### config.mk
export PLATFORM = sky130hd
export DESIGN_NAME = stx_length_etx_frame_receiver_top
export DESIGN_NICKNAME = d
export VERILOG_FILES = /design/src/stxrx_pkg.sv /design/src/stxrx_front.sv /design/src/stxrx_queue.sv /design/src/stxrx_back.sv /design/src/stx_length_etx_frame_receiver_top.sv
export SDC_FILE = /design/constraint.sdc
export NUM_CORES = 2
export LEC_CHECK = 0
export BUFFER_PORTS_ARGS = -buffer_cell sky130_fd_sc_hd__clkbuf_2
export CORE_MARGIN = 2
export CORE_UTILIZATION = 45
export CTS_CLUSTER_SIZE = 8
export DETAILED_ROUTE_END_ITERATION = 10
export GPL_TIMING_DRIVEN = 0
export HOLD_SLACK_MARGIN = 0.08
export PLACE_DENSITY = 0.71
export REMOVE_ABC_BUFFERS = 1
export SLEW_MARGIN = 20
export SYNTH_ARGS = -nofsm -noshare
export SYNTH_HDL_FRONTEND = slang
export SYNTH_HIERARCHICAL = 1
export SYNTH_MEMORY_MAX_BITS = 65536
export SYNTH_SLANG_ARGS = --single-unit
### constraint.sdc
create_clock -name clk_i -period 3.89 [get_ports clk_i]
set_input_delay 0.389 -clock clk_i [delete_from_list [all_inputs] [get_ports clk_i]]
set_output_delay 0.389 -clock clk_i [all_outputs]
set_load 0.05 [all_outputs]
### src/stxrx_pkg.sv
// stxrx_pkg: shared types and constants of the frame receiver
`default_nettype none

package stxrx_pkg;

  // delimiters and limits of the frame format
  localparam logic [7:0] START_DELIM   = 8'h02;
  localparam logic [7:0] END_DELIM     = 8'h03;
  localparam logic [7:0] MIN_FRAME_LEN = 8'd4;
  localparam int unsigned NUM_BANKS    = 2;

  // input operation codes
  localparam logic OP_BYTE   = 1'b0;
  localparam logic OP_RESYNC = 1'b1;

  // receive phase of the front part
  typedef enum logic [1:0] {
    PH_HUNT  = 2'd0,
    PH_SYNC  = 2'd1,
    PH_FRAME = 2'd2
  } phase_e;

  // drain sequencer of the back part
  typedef enum logic [1:0] {
    DR_IDLE = 2'd0,
    DR_READ = 2'd1,
    DR_WAIT = 2'd2,
    DR_OUT  = 2'd3
  } drain_e;

  // accepted frame waiting to be drained
  typedef struct packed {
    logic       bank;
    logic [7:0] addr;
    logic [7:0] plen;
  } desc_t;

  // frame store write request
  typedef struct packed {
    logic       en;
    logic       bank;
    logic [7:0] idx;
    logic [7:0] data;
  } wr_req_t;

  // bank release from the back part
  typedef struct packed {
    logic en;
    logic bank;
  } done_t;

endpackage

`default_nettype wire

### src/stxrx_front.sv
// stxrx_front: delimiter hunt, length check and frame store writes
`default_nettype none

module stxrx_front import stxrx_pkg::*; #(
  parameter int unsigned MAX_FRAME_LEN = 255
) (
  input  wire logic    clk_i,
  input  wire logic    rst_ni,
  input  wire logic    in_valid_i,
  output logic         in_stall_o,
  input  wire logic    op_i,
  input  wire logic [7:0] rx_byte_i,
  output wr_req_t      wr_o,
  output logic         push_o,
  output desc_t        desc_o,
  input  wire done_t   done_i
);

  phase_e          phase_q, phase_d;
  logic [7:0]      count_q, count_d;
  logic [7:0]      len_q, len_d;
  logic [7:0]      addr_q, addr_d;
  logic            bank_q, bank_d;
  logic [NUM_BANKS-1:0] busy_q, busy_d;
  logic            accept;

  // state registers
  always_ff @(posedge clk_i or negedge rst_ni) begin
    if (!rst_ni) begin
      phase_q <= PH_HUNT;
      count_q <= '0;
      len_q   <= '0;
      addr_q  <= '0;
      bank_q  <= 1'b0;
      busy_q  <= '0;
    end else begin
      phase_q <= phase_d;
      count_q <= count_d;
      len_q   <= len_d;
      addr_q  <= addr_d;
      bank_q  <= bank_d;
      busy_q  <= busy_d;
    end
  end

  // hold off frame bytes while the write bank is still being drained
  assign in_stall_o = (phase_q == PH_FRAME) && busy_q[bank_q];
  assign accept     = in_valid_i && !in_stall_o;

  assign desc_o.bank = bank_q;
  assign desc_o.addr = addr_q;
  assign desc_o.plen = len_q - MIN_FRAME_LEN;

  // next state and store writes
  always_comb begin
    phase_d    = phase_q;
    count_d    = count_q;
    len_d      = len_q;
    addr_d     = addr_q;
    bank_d     = bank_q;
    push_o     = 1'b0;
    wr_o.en    = 1'b0;
    wr_o.bank  = bank_q;
    wr_o.idx   = count_q;
    wr_o.data  = rx_byte_i;

    if (accept) begin
      if (op_i == OP_RESYNC) begin
        phase_d = PH_HUNT;
      end else begin
        case (phase_q)
          PH_SYNC: begin
            if (rx_byte_i == START_DELIM) begin
              phase_d = PH_FRAME;
              count_d = '0;
            end else begin
              phase_d = PH_HUNT;
            end
          end
          PH_FRAME: begin
            if (count_q == 8'd0) begin
              wr_o.en = 1'b1;
              len_d   = rx_byte_i;
              count_d = 8'd1;
              if (rx_byte_i < MIN_FRAME_LEN || rx_byte_i > 8'(MAX_FRAME_LEN)) begin
                phase_d = PH_HUNT;
              end
            end else if (count_q < len_q) begin
              wr_o.en = 1'b1;
              count_d = count_q + 8'd1;
              if (count_q == 8'd1) begin
                addr_d = rx_byte_i;
              end
            end else if (rx_byte_i == END_DELIM) begin
              phase_d = PH_SYNC;
              if (len_q > MIN_FRAME_LEN) begin
                push_o = 1'b1;
                bank_d = ~bank_q;
              end
            end else begin
              phase_d = PH_HUNT;
            end
          end
          default: begin
            if (rx_byte_i == START_DELIM) begin
              phase_d = PH_FRAME;
              count_d = '0;
            end else if (rx_byte_i == END_DELIM) begin
              phase_d = PH_SYNC;
            end else begin
              phase_d = PH_HUNT;
            end
          end
        endcase
      end
    end
  end

  // bank ownership: set on hand-over, cleared when the drain finishes
  always_comb begin
    busy_d = busy_q;
    if (done_i.en) begin
      busy_d[done_i.bank] = 1'b0;
    end
    if (push_o) begin
      busy_d[bank_q] = 1'b1;
    end
  end

endmodule

`default_nettype wire

### src/stxrx_queue.sv
// stxrx_queue: two-entry queue of frame descriptors between front and back
`default_nettype none

module stxrx_queue import stxrx_pkg::*; (
  input  wire logic  clk_i,
  input  wire logic  rst_ni,
  input  wire logic  push_i,
  input  wire desc_t din_i,
  input  wire logic  pop_i,
  output logic       empty_o,
  output desc_t      dout_o
);

  desc_t      entry_q [NUM_BANKS];
  logic       wr_ptr_q, rd_ptr_q;
  logic [1:0] fill_q;

  // pointers and fill level
  always_ff @(posedge clk_i or negedge rst_ni) begin
    if (!rst_ni) begin
      wr_ptr_q <= 1'b0;
      rd_ptr_q <= 1'b0;
      fill_q   <= '0;
    end else begin
      if (push_i) begin
        wr_ptr_q <= ~wr_ptr_q;
      end
      if (pop_i) begin
        rd_ptr_q <= ~rd_ptr_q;
      end
      fill_q <= fill_q + {1'b0, push_i} - {1'b0, pop_i};
    end
  end

  // entry storage
  always_ff @(posedge clk_i) begin
    if (push_i) begin
      entry_q[wr_ptr_q] <= din_i;
    end
  end

  assign empty_o = (fill_q == 2'd0);
  assign dout_o  = entry_q[rd_ptr_q];

endmodule

`default_nettype wire

### src/stxrx_back.sv
// stxrx_back: double-banked frame store and payload chunk drain
`default_nettype none

module stxrx_back import stxrx_pkg::*; #(
  parameter int unsigned MAX_FRAME_LEN    = 255,
  parameter int unsigned BYTES_PER_RESULT = 4
) (
  input  wire logic    clk_i,
  input  wire logic    rst_ni,
  input  wire wr_req_t wr_i,
  input  wire logic    q_empty_i,
  input  wire desc_t   q_desc_i,
  output logic         q_pop_o,
  output done_t        done_o,
  output logic         out_valid_o,
  input  wire logic    out_stall_i,
  output logic [7:0]   dest_address_o,
  output logic [31:0]  payload_chunk_o,
  output logic [2:0]   chunk_count_o,
  output logic         last_chunk_o
);

  localparam int unsigned IW = $clog2(MAX_FRAME_LEN);
  localparam int unsigned CW = $clog2(BYTES_PER_RESULT + 1);
  localparam int unsigned DW = 8 * BYTES_PER_RESULT;

  logic [7:0]    mem_q [NUM_BANKS][MAX_FRAME_LEN];
  logic [7:0]    rdata_q;
  logic          rd_en;

  drain_e        state_q, state_d;
  logic          bank_q, bank_d;
  logic [7:0]    addr_q, addr_d;
  logic [7:0]    rem_q, rem_d;
  logic [7:0]    ptr_q, ptr_d;
  logic [CW-1:0] cnt_q, cnt_d;
  logic [DW-1:0] chunk_q, chunk_d;
  logic          last_q, last_d;

  // frame store: one write port from the front, one registered read port
  always_ff @(posedge clk_i) begin
    if (wr_i.en) begin
      mem_q[wr_i.bank][wr_i.idx[IW-1:0]] <= wr_i.data;
    end
    if (rd_en) begin
      rdata_q <= mem_q[bank_q][ptr_q[IW-1:0]];
    end
  end

  // sequencer state
  always_ff @(posedge clk_i or negedge rst_ni) begin
    if (!rst_ni) begin
      state_q <= DR_IDLE;
    end else begin
      state_q <= state_d;
    end
  end

  // drain datapath registers
  always_ff @(posedge clk_i) begin
    bank_q  <= bank_d;
    addr_q  <= addr_d;
    rem_q   <= rem_d;
    ptr_q   <= ptr_d;
    cnt_q   <= cnt_d;
    chunk_q <= chunk_d;
    last_q  <= last_d;
  end

  // next state: fetch each byte through a read and a wait state, pack, present the chunk
  always_comb begin
    state_d     = state_q;
    bank_d      = bank_q;
    addr_d      = addr_q;
    rem_d       = rem_q;
    ptr_d       = ptr_q;
    cnt_d       = cnt_q;
    chunk_d     = chunk_q;
    last_d      = last_q;
    rd_en       = 1'b0;
    q_pop_o     = 1'b0;
    done_o.en   = 1'b0;
    done_o.bank = bank_q;

    case (state_q)
      DR_IDLE: begin
        if (!q_empty_i) begin
          q_pop_o = 1'b1;
          bank_d  = q_desc_i.bank;
          addr_d  = q_desc_i.addr;
          rem_d   = q_desc_i.plen;
          ptr_d   = 8'd2;
          cnt_d   = '0;
          chunk_d = '0;
          last_d  = 1'b0;
          state_d = DR_READ;
        end
      end
      DR_READ: begin
        rd_en   = 1'b1;
        ptr_d   = ptr_q + 8'd1;
        state_d = DR_WAIT;
      end
      DR_WAIT: begin
        for (int unsigned i = 0; i < BYTES_PER_RESULT; i++) begin
          if (cnt_q == CW'(i)) begin
            chunk_d[i*8 +: 8] = rdata_q;
          end
        end
        cnt_d = cnt_q + CW'(1);
        rem_d = rem_q - 8'd1;
        if (rem_q == 8'd1 || cnt_q == CW'(BYTES_PER_RESULT - 1)) begin
          last_d  = (rem_q == 8'd1);
          state_d = DR_OUT;
        end else begin
          state_d = DR_READ;
        end
      end
      DR_OUT: begin
        if (!out_stall_i) begin
          if (last_q) begin
            done_o.en = 1'b1;
            state_d   = DR_IDLE;
          end else begin
            cnt_d   = '0;
            chunk_d = '0;
            state_d = DR_READ;
          end
        end
      end
      default: begin
        state_d = DR_IDLE;
      end
    endcase
  end

  // result outputs straight from registers
  assign out_valid_o     = (state_q == DR_OUT);
  assign dest_address_o  = addr_q;
  assign payload_chunk_o = 32'(chunk_q);
  assign chunk_count_o   = 3'(cnt_q);
  assign last_chunk_o    = last_q;

endmodule

`default_nettype wire

### src/stx_length_etx_frame_receiver_top.sv
// stx_length_etx_frame_receiver_top: STX / length / ETX frame receiver top level
//
//  channel | direction | handshake             | payload
//  --------+-----------+-----------------------+--------------------------------------
//  in      | input     | in_valid_i/in_stall_o | op_i, rx_byte_i
//  out     | output    | out_valid_o/out_stall_i| dest_address_o, payload_chunk_o,
//          |           |                       | chunk_count_o, last_chunk_o
//
// an input byte is taken in the cycle it is offered; a frame byte is held off only
// while the next frame's store bank is still being drained from an earlier frame.
// each result fetches its payload bytes one per store read, each through a read
// and a wait state, then holds the chunk until taken; a drain opens with a queue pop.
// two store banks let one frame be received while the previous one drains.
// reset is asynchronous and active low; it clears phase, counters and bank use.
`default_nettype none

module stx_length_etx_frame_receiver_top import stxrx_pkg::*; #(
  parameter int unsigned MAX_FRAME_LEN    = 255,
  parameter int unsigned BYTES_PER_RESULT = 4
) (
  input  wire logic        clk_i,
  input  wire logic        rst_ni,
  input  wire logic        in_valid_i,
  output logic             in_stall_o,
  input  wire logic        op_i,
  input  wire logic [7:0]  rx_byte_i,
  output logic             out_valid_o,
  input  wire logic        out_stall_i,
  output logic [7:0]       dest_address_o,
  output logic [31:0]      payload_chunk_o,
  output logic [2:0]       chunk_count_o,
  output logic             last_chunk_o
);

  wr_req_t wr;
  logic    push;
  desc_t   desc_in;
  logic    pop;
  logic    q_empty;
  desc_t   desc_out;
  done_t   done;

  // byte parser and store writer
  stxrx_front #(
    .MAX_FRAME_LEN(MAX_FRAME_LEN)
  ) u_front (
    .clk_i      (clk_i),
    .rst_ni     (rst_ni),
    .in_valid_i (in_valid_i),
    .in_stall_o (in_stall_o),
    .op_i       (op_i),
    .rx_byte_i  (rx_byte_i),
    .wr_o       (wr),
    .push_o     (push),
    .desc_o     (desc_in),
    .done_i     (done)
  );

  // accepted frames waiting for the drain
  stxrx_queue u_queue (
    .clk_i   (clk_i),
    .rst_ni  (rst_ni),
    .push_i  (push),
    .din_i   (desc_in),
    .pop_i   (pop),
    .empty_o (q_empty),
    .dout_o  (desc_out)
  );

  // frame store and chunk output
  stxrx_back #(
    .MAX_FRAME_LEN   (MAX_FRAME_LEN),
    .BYTES_PER_RESULT(BYTES_PER_RESULT)
  ) u_back (
    .clk_i           (clk_i),
    .rst_ni          (rst_ni),
    .wr_i            (wr),
    .q_empty_i       (q_empty),
    .q_desc_i        (desc_out),
    .q_pop_o         (pop),
    .done_o          (done),
    .out_valid_o     (out_valid_o),
    .out_stall_i     (out_stall_i),
    .dest_address_o  (dest_address_o),
    .payload_chunk_o (payload_chunk_o),
    .chunk_count_o   (chunk_count_o),
    .last_chunk_o    (last_chunk_o)
  );

endmodule

`default_nettype wire
## Word level (Yosys, flattened, before mapping)

Memories as Yosys holds them, arrays and structs flattened. A register that Yosys moved wholly into a read port is not among the register bits.
Cells that the tools add are included.

- Flip-flop bits (word level): 104
- Bits in writable memories: 4114
- Input port bits: 13
- Output and inout port bits: 46
- Logic and storage cells: 179
- Memories kept: 2

- $add $sub $neg: 7
- Order comparisons: 11
- Equality and inequality tests: 23
- Muxes and demuxes: 72
- Bitwise gates (word level): 12
- Reduce and logical (&&, ||, !) cells: 31

Memories:

| name | words | width | rd ports | clocked after Yosys merged registers in | wr ports | line | text |
|---|---|---|---|---|---|---|---|
| u_back.mem_q | 2 | 2040 | 1 | 1 | 1 | stxrx_back.sv:27 | `logic [7:0] mem_q [NUM_BANKS][MAX_FRAME_LEN];` |
| u_queue.entry_q | 2 | 17 | 1 | 0 | 1 | stxrx_queue.sv:14 | `desc_t entry_q [NUM_BANKS];` |

Operator list:

| operator | number |
|---|---|
| $mux W2040 | 1 |
| $mux W8 | 13 |
| $mux W32 | 3 |
| $pmux W32 S3 | 1 |
| $bmux W8 S8 | 1 |
| $demux W8 S8 | 1 |
| $pmux W8 S2 | 2 |
| $mux W1 | 30 |
| $mux W2 | 11 |
| $reduce_and A5 Y1 | 4 |
| $ge A9 B9 Y1 const B | 2 |
| $not A8 Y9 | 2 |
| $add A8 B1 Y8 const B | 2 |
| $eq A8 B1 Y1 const B | 2 |
| $eq A8 B2 Y1 const B | 2 |
| $reduce_and A4 Y1 | 3 |
| $ne A2 B1 Y1 const B | 5 |
| $lt A9 B1 Y1 const B | 1 |
| $mux W3 | 3 |
| $pmux W3 S3 | 1 |
| $gt A8 B3 Y1 const B | 1 |
| $gt A8 B8 Y1 const B | 1 |
| $logic_not A8 Y1 | 1 |
| $lt A8 B3 Y1 const B | 1 |
| other kinds (34) | 62 |

## Logic depth before layout (Yosys ltp)

- Depth after elaboration: 10
- Gate-level depth with buffers: 14
- Gate-level depth less buffers: 10

## By module

Netlist, hierarchy kept.

Modules (own cells, without submodules):

| module | instances | cells each | area each (µm²) | seq. area each (µm²) |
|---|---|---|---|---|
| stxrx_back | 1 | 7622 | 162171.8 | 124659.6 |
| stxrx_front | 1 | 195 | 1913.1 | 725.7 |
| stxrx_queue | 1 | 67 | 1467.7 | 1121.1 |

## Worst setup path before layout

No wires, ideal clock.

- Kind: register to register
- From: register u_front.count_q[2]
- To: memory u_back/mem_q[0][1224] (netlist name), enable pin
- Setup time: 0.370 ns
- Arrival: 3.008 ns
- Required time: 3.520 ns
- Path slack: 0.512 ns
- Stages on the path, launching flop included: 13
- Path buffers: 3
- Clock period less this slack: 3.378 ns
- Cells stage by stage: dfrtp_1 > ha_1 > a211oi_2 > o21ai_1 > a21o_4 > a21oi_1 > clkbuf_1 > nor2b_1 > clkbuf_1 > and2_1 > nand2_1 > clkbuf_1 > nor2_1

RTL lines:

| what | line | text |
|---|---|---|
| start: declaration | stxrx_front.sv:20 | `logic [7:0] count_q, count_d;` |
| start signal: assignment | stxrx_front.sv:38 | `count_q <= count_d;` |
| end: declaration | stxrx_back.sv:27 |  |

## Final worst setup path

- From: register u_back.ptr_q[0]
- To: register u_back.rdata_q[6] (data pin)

- Cells in the longest elaborated chain, start to end: 4

Ends and longest elaborated chain:

| what | line | text |
|---|---|---|
| start: declaration | stxrx_back.sv:35 | `logic [7:0] ptr_q, ptr_d;` |
| start signal: assignment | stxrx_back.sv:64 | `ptr_q <= ptr_d;` |
| $not A8 Y9 (not written as such) | stxrx_back.sv:46 | `rdata_q <= mem_q[bank_q][ptr_q[IW-1:0]];` |
| $bmux W8 S8 | stxrx_back.sv:46 |  |
| $mux W8 (not written as such) (2 in series) | stxrx_back.sv:46 |  |
| end signal: assignment | stxrx_back.sv:46 |  |
| end: declaration | stxrx_back.sv:28 | `logic [7:0] rdata_q;` |

Every way passes these cells. The select of a mux whose other input is x is not followed.
A chain may end at the register's enable or synchronous reset.

==> key figures <==
STA
  • Worst-Margin Slew: 1.34 ns
  • Finish-stage setup viols: 660
  • Normalized max-slew margin: 10.3%
  • Fmax: 241 MHz
  • Clock skew: 0.0774 ns
  • Tmin final: 4.15 ns
  • Hold Vio Cnt, Final: 0
  • Min Hold Slack: 0.191 ns
  • Pins Over Slew Limit: 0
  • Final Cycle Share: 107%
  • Post-route setup slack: -0.260 ns
  • RSZ-0062 raised after global routing: yes

Floorplan
  • Starting Density: 45.3%
  • Io pins: 59
  • Placeable Area: 0.366 mm²
  • DIE WIDTH: 611 µm
  • FP Rows: 222
  • Die area: 0.373 mm²
  • Die H: 611 µm

Outcome
  • Outcome: complete, but fails checks
  • Failing checks: negative setup slack

Critical path
  • Startpoint Class: flop
  • Most used cell, CP: buf_16
  • Arr. time, crit path: 5.04 ns
  • CP max stage cell: o311ai_4
  • Crit path kind: flop to flop
  • Crit path from: u_back/ptr_q[0]$_SDFFCE_PN0P_
  • Crit. End Element: flop
  • Reg2reg start: u_back/ptr_q[0]$_SDFFCE_PN0P_
  • Req. time, crit path: 4.78 ns
  • Worst-path fanout max: 31
  • Max incr delay on CP: 0.59 ns
  • CP cell instances: buf_4 -> buf_12 -> buf_16 -> buf_12 -> buf_16 -> buf_8 -> nand2_8 -> buf_16 -> a211oi_1 -> a221oi_2 -> a21oi_2 -> o311ai_4 -> o21bai_4 -> o311ai_2 -> o211a_1

Logic synthesis
  • Syn avg cell area: 21.0 µm²
  • Mux share of post-synthesis cell area: 15.8%
  • Area share of fa/ha/maj cells after synthesis: 0.181%
  • Synth Area in Compound Gates: 2.71%
  • Area leader, netlist: edfxtp_1
  • EDFF count, synth: 4183
  • Xor/xnor share of the synthesized area: 0.110%
  • Post-synthesis simple-gate area fraction: 2.82%
  • Area contributors post-synth: edfxtp_1, mux4_2, mux2i_1
  • Post-synth ARST share: 0.830%
  • Cells after synthesis: 7884
  • Synthesized area: 0.166 mm²
  • Top-count cell post-synth: edfxtp_1
  • Seq/Total Area, Yosys: 76.4%
  • Largest family of logic cells by synthesized area: multiplexers
  • Synth cell types: 98
  • Synth Warn #: 6
  • Synth top cells by count: edfxtp_1, mux4_2, nor2_1
  • Synth Flop Type: edfxtp_1
  • Seq cells post-synth: 4219
  • Synth top area share: 75.9%

Place
  • GPL Wtd Cong: 0.846
  • DP Wirelength: 288 mm
  • Port Buf Inserts: 58

Global route
  • GRT overflow: 0
  • Initial antenna violation count: 16
  • Number of global-route vias before repair: 89500
  • First-pass GRT wire length: 681 mm
  • Total GRT Usage: 25.7%
  • Pin count of the biggest net entering global routing: 122

Pwr
  • Worst IR Drop VDD: 0.515 mV
  • Cell Int Power: 77.9 mW
  • Clock Power Share: 47.7%
  • P per Cell Area: 493 mW/mm²
  • Leak pwr: 61.6 nW
  • Flop pwr share: 51.1%
  • Net Sw Frac: 20.7%
  • NetSw: 20.3 mW
  • Combinational share of power: 1.2%

Layout
  • Fin nets: 8686
  • Layout cells sized above 1: 33.8%
  • Fill cell count: 25800
  • Max reg flops: 4080
  • Layout Utilization: 54.5%
  • Area growth, synth to finish: 20.4%

Clock tree
  • CTS tree: yes
  • Clock latency on the worst-skew pair: 1.05 ns
  • CTS root buf: clkbuf_16
  • # H-tree levels: 6
  • CTS clk-pin slew, worst paths: 0.05 ns
  • CTS Buffer Depth: 4
  • CTS buffer count: 598
  • TritonCTS Sinks: 4219

Run
  • Max cap viols: 0

Drt
  • DR vias/cell: 6.60
  • Residual DRC: 0
  • Number of routed nets with antenna violations: 0
  • Routed vias: 89600
  • Wirelength per Cell: 36.3 µm
  • First-pass DRT Iterations: 7
  • Final WL: 492 mm
  • Drt initial violations: 13700

Hold path
  • Tightest Hold Check Type: primary input to flop
  • HP Start: out_stall_i
## timing repair
action,CTS,global route
gates resized for setup,609,239
endpoints found under the setup margin,4089,2550
gates cloned,46,7
pin swaps,42,64
setup buffers,150,92
endpoints found under the hold margin,586,0
hold buffers,15,0
## worst paths after layout
| kind | endpoint | slack (ns) | cells after the start |
|---|---|---|---|
| max | u_back/rdata_q[6]$_DFFE_PP_ | -0.26 | 15 |
| min | u_back/state_q[0]$_DFFE_PN0P_ | 0.19 | 4 |
| max reg2reg | u_back/rdata_q[6]$_DFFE_PP_ | -0.26 | 15 |
| min reg2reg | u_queue/entry_q[0][11]$_DFFE_PP_ | 0.47 | 0 |
| max in group asynchronous | u_front/count_q[7]$_DFFE_PN0P_ | 3.20 | 4 |
| min in group asynchronous | u_front/bank_q$_DFFE_PN0P_ | 0.44 | 4 |
## power groups by stage
stage	clock, mW	sequential (mW)	combinational [mW]
after floorplan	0	50.9	0.0883
after CTS	47.0	50.1	1.13
after detailed placement	0	51.0	1.08
after global placement	0	51.5	0.837
final	46.8	50.2	1.17
after global routing	49.1	50.1	1.22
## area by class of cell
cell class | instances | area, µm² | share of cell area [%]
diodes | 9 | 22.5 | 0.0113
clock buffers | 627 | 15100 | 7.59
clock inverters | 62 | 1510 | 0.760
inverters | 37 | 201 | 0.101
multi-input cells | 3144 | 39200 | 19.7
flip-flops and latches | 4219 | 127000 | 63.5
well taps | 4816 | 6030 | 3.02
repair buffers | 647 | 10700 | 5.36
repair inverters | 2 | 32.5 | 0.0163
## layout by cell type (no fill, tap or decap), drive strengths merged, types with 8 or more instances in the layout
cell type / instances
edfxtp: 4183
or3: 9
clkbuf: 692
o211ai: 13
xnor2: 13
a31oi: 30
and3: 9
nor2: 614
inv: 47
nand4: 20
a311oi: 8
nor3: 41
a22oi: 59
nor2b: 23
a21oi: 106
a211oi: 34
mux2i: 360
nand2: 222
diode: 9
a22o: 9
a221oi: 62
and2: 28
nand2b: 20
ha: 24
o311ai: 8
o21ai: 103
o22ai: 69
bufbuf: 36
mux2: 40
mux4: 978
o221ai: 48
dfrtp: 35
buf: 532
clkinv: 54
dlygate4sd3: 14
a221o: 14
nand3: 67
nor4: 15
## metrics by stage
stage / instance area (µm²) / total power [mW] / std cells / TNS, ns / worst slack, ns
6_report: 199000 / 98.2 / 13600 / -41.81 / -0.260
2_1_floorplan: 162000 / 51.0 / 7399 / -506.44 / -46.95
3_3_place_gp: 169000 / 52.4 / 12300 / - / -104.20
5_1_grt: 199000 / 100 / 13600 / -23.49 / -0.181
4_1_cts: 197000 / 98.3 / 13500 / -2.52 / -0.0871
3_5_place_dp: 175000 / 52.1 / 12600 / -3252.42 / -2.46
## critical path: cells and delay by family (launching register included)
family / cells / cell delay, ns
and+or+nand+nor: 1 / 0.24
DFF: 1 / 0.40
buffers and inverters: 7 / 1.23
AOI/OAI and AO/OA: 7 / 1.97
## layer usage
metal	share of wire (%)	routed length, µm	global-route usage (%)
met2	46	227000	39.2
met3	13	65600	7.80
met1	34	165000	32.7
met5	0.031	153	0
met4	6.9	33900	15.3
## cell families (layout without fill, tap and decap cells)
family / Yosys count / count (layout)
compound gates: 634 / 634
fa+ha+maj: 24 / 24
mux: 1378 / 1378
buf+inv: 522 / 1375
xor+xnor: 19 / 19
simple gates: 1088 / 1089
flops: 4219 / 4219
other cells: 0 / 9
(Power assumes the default switching activity.)
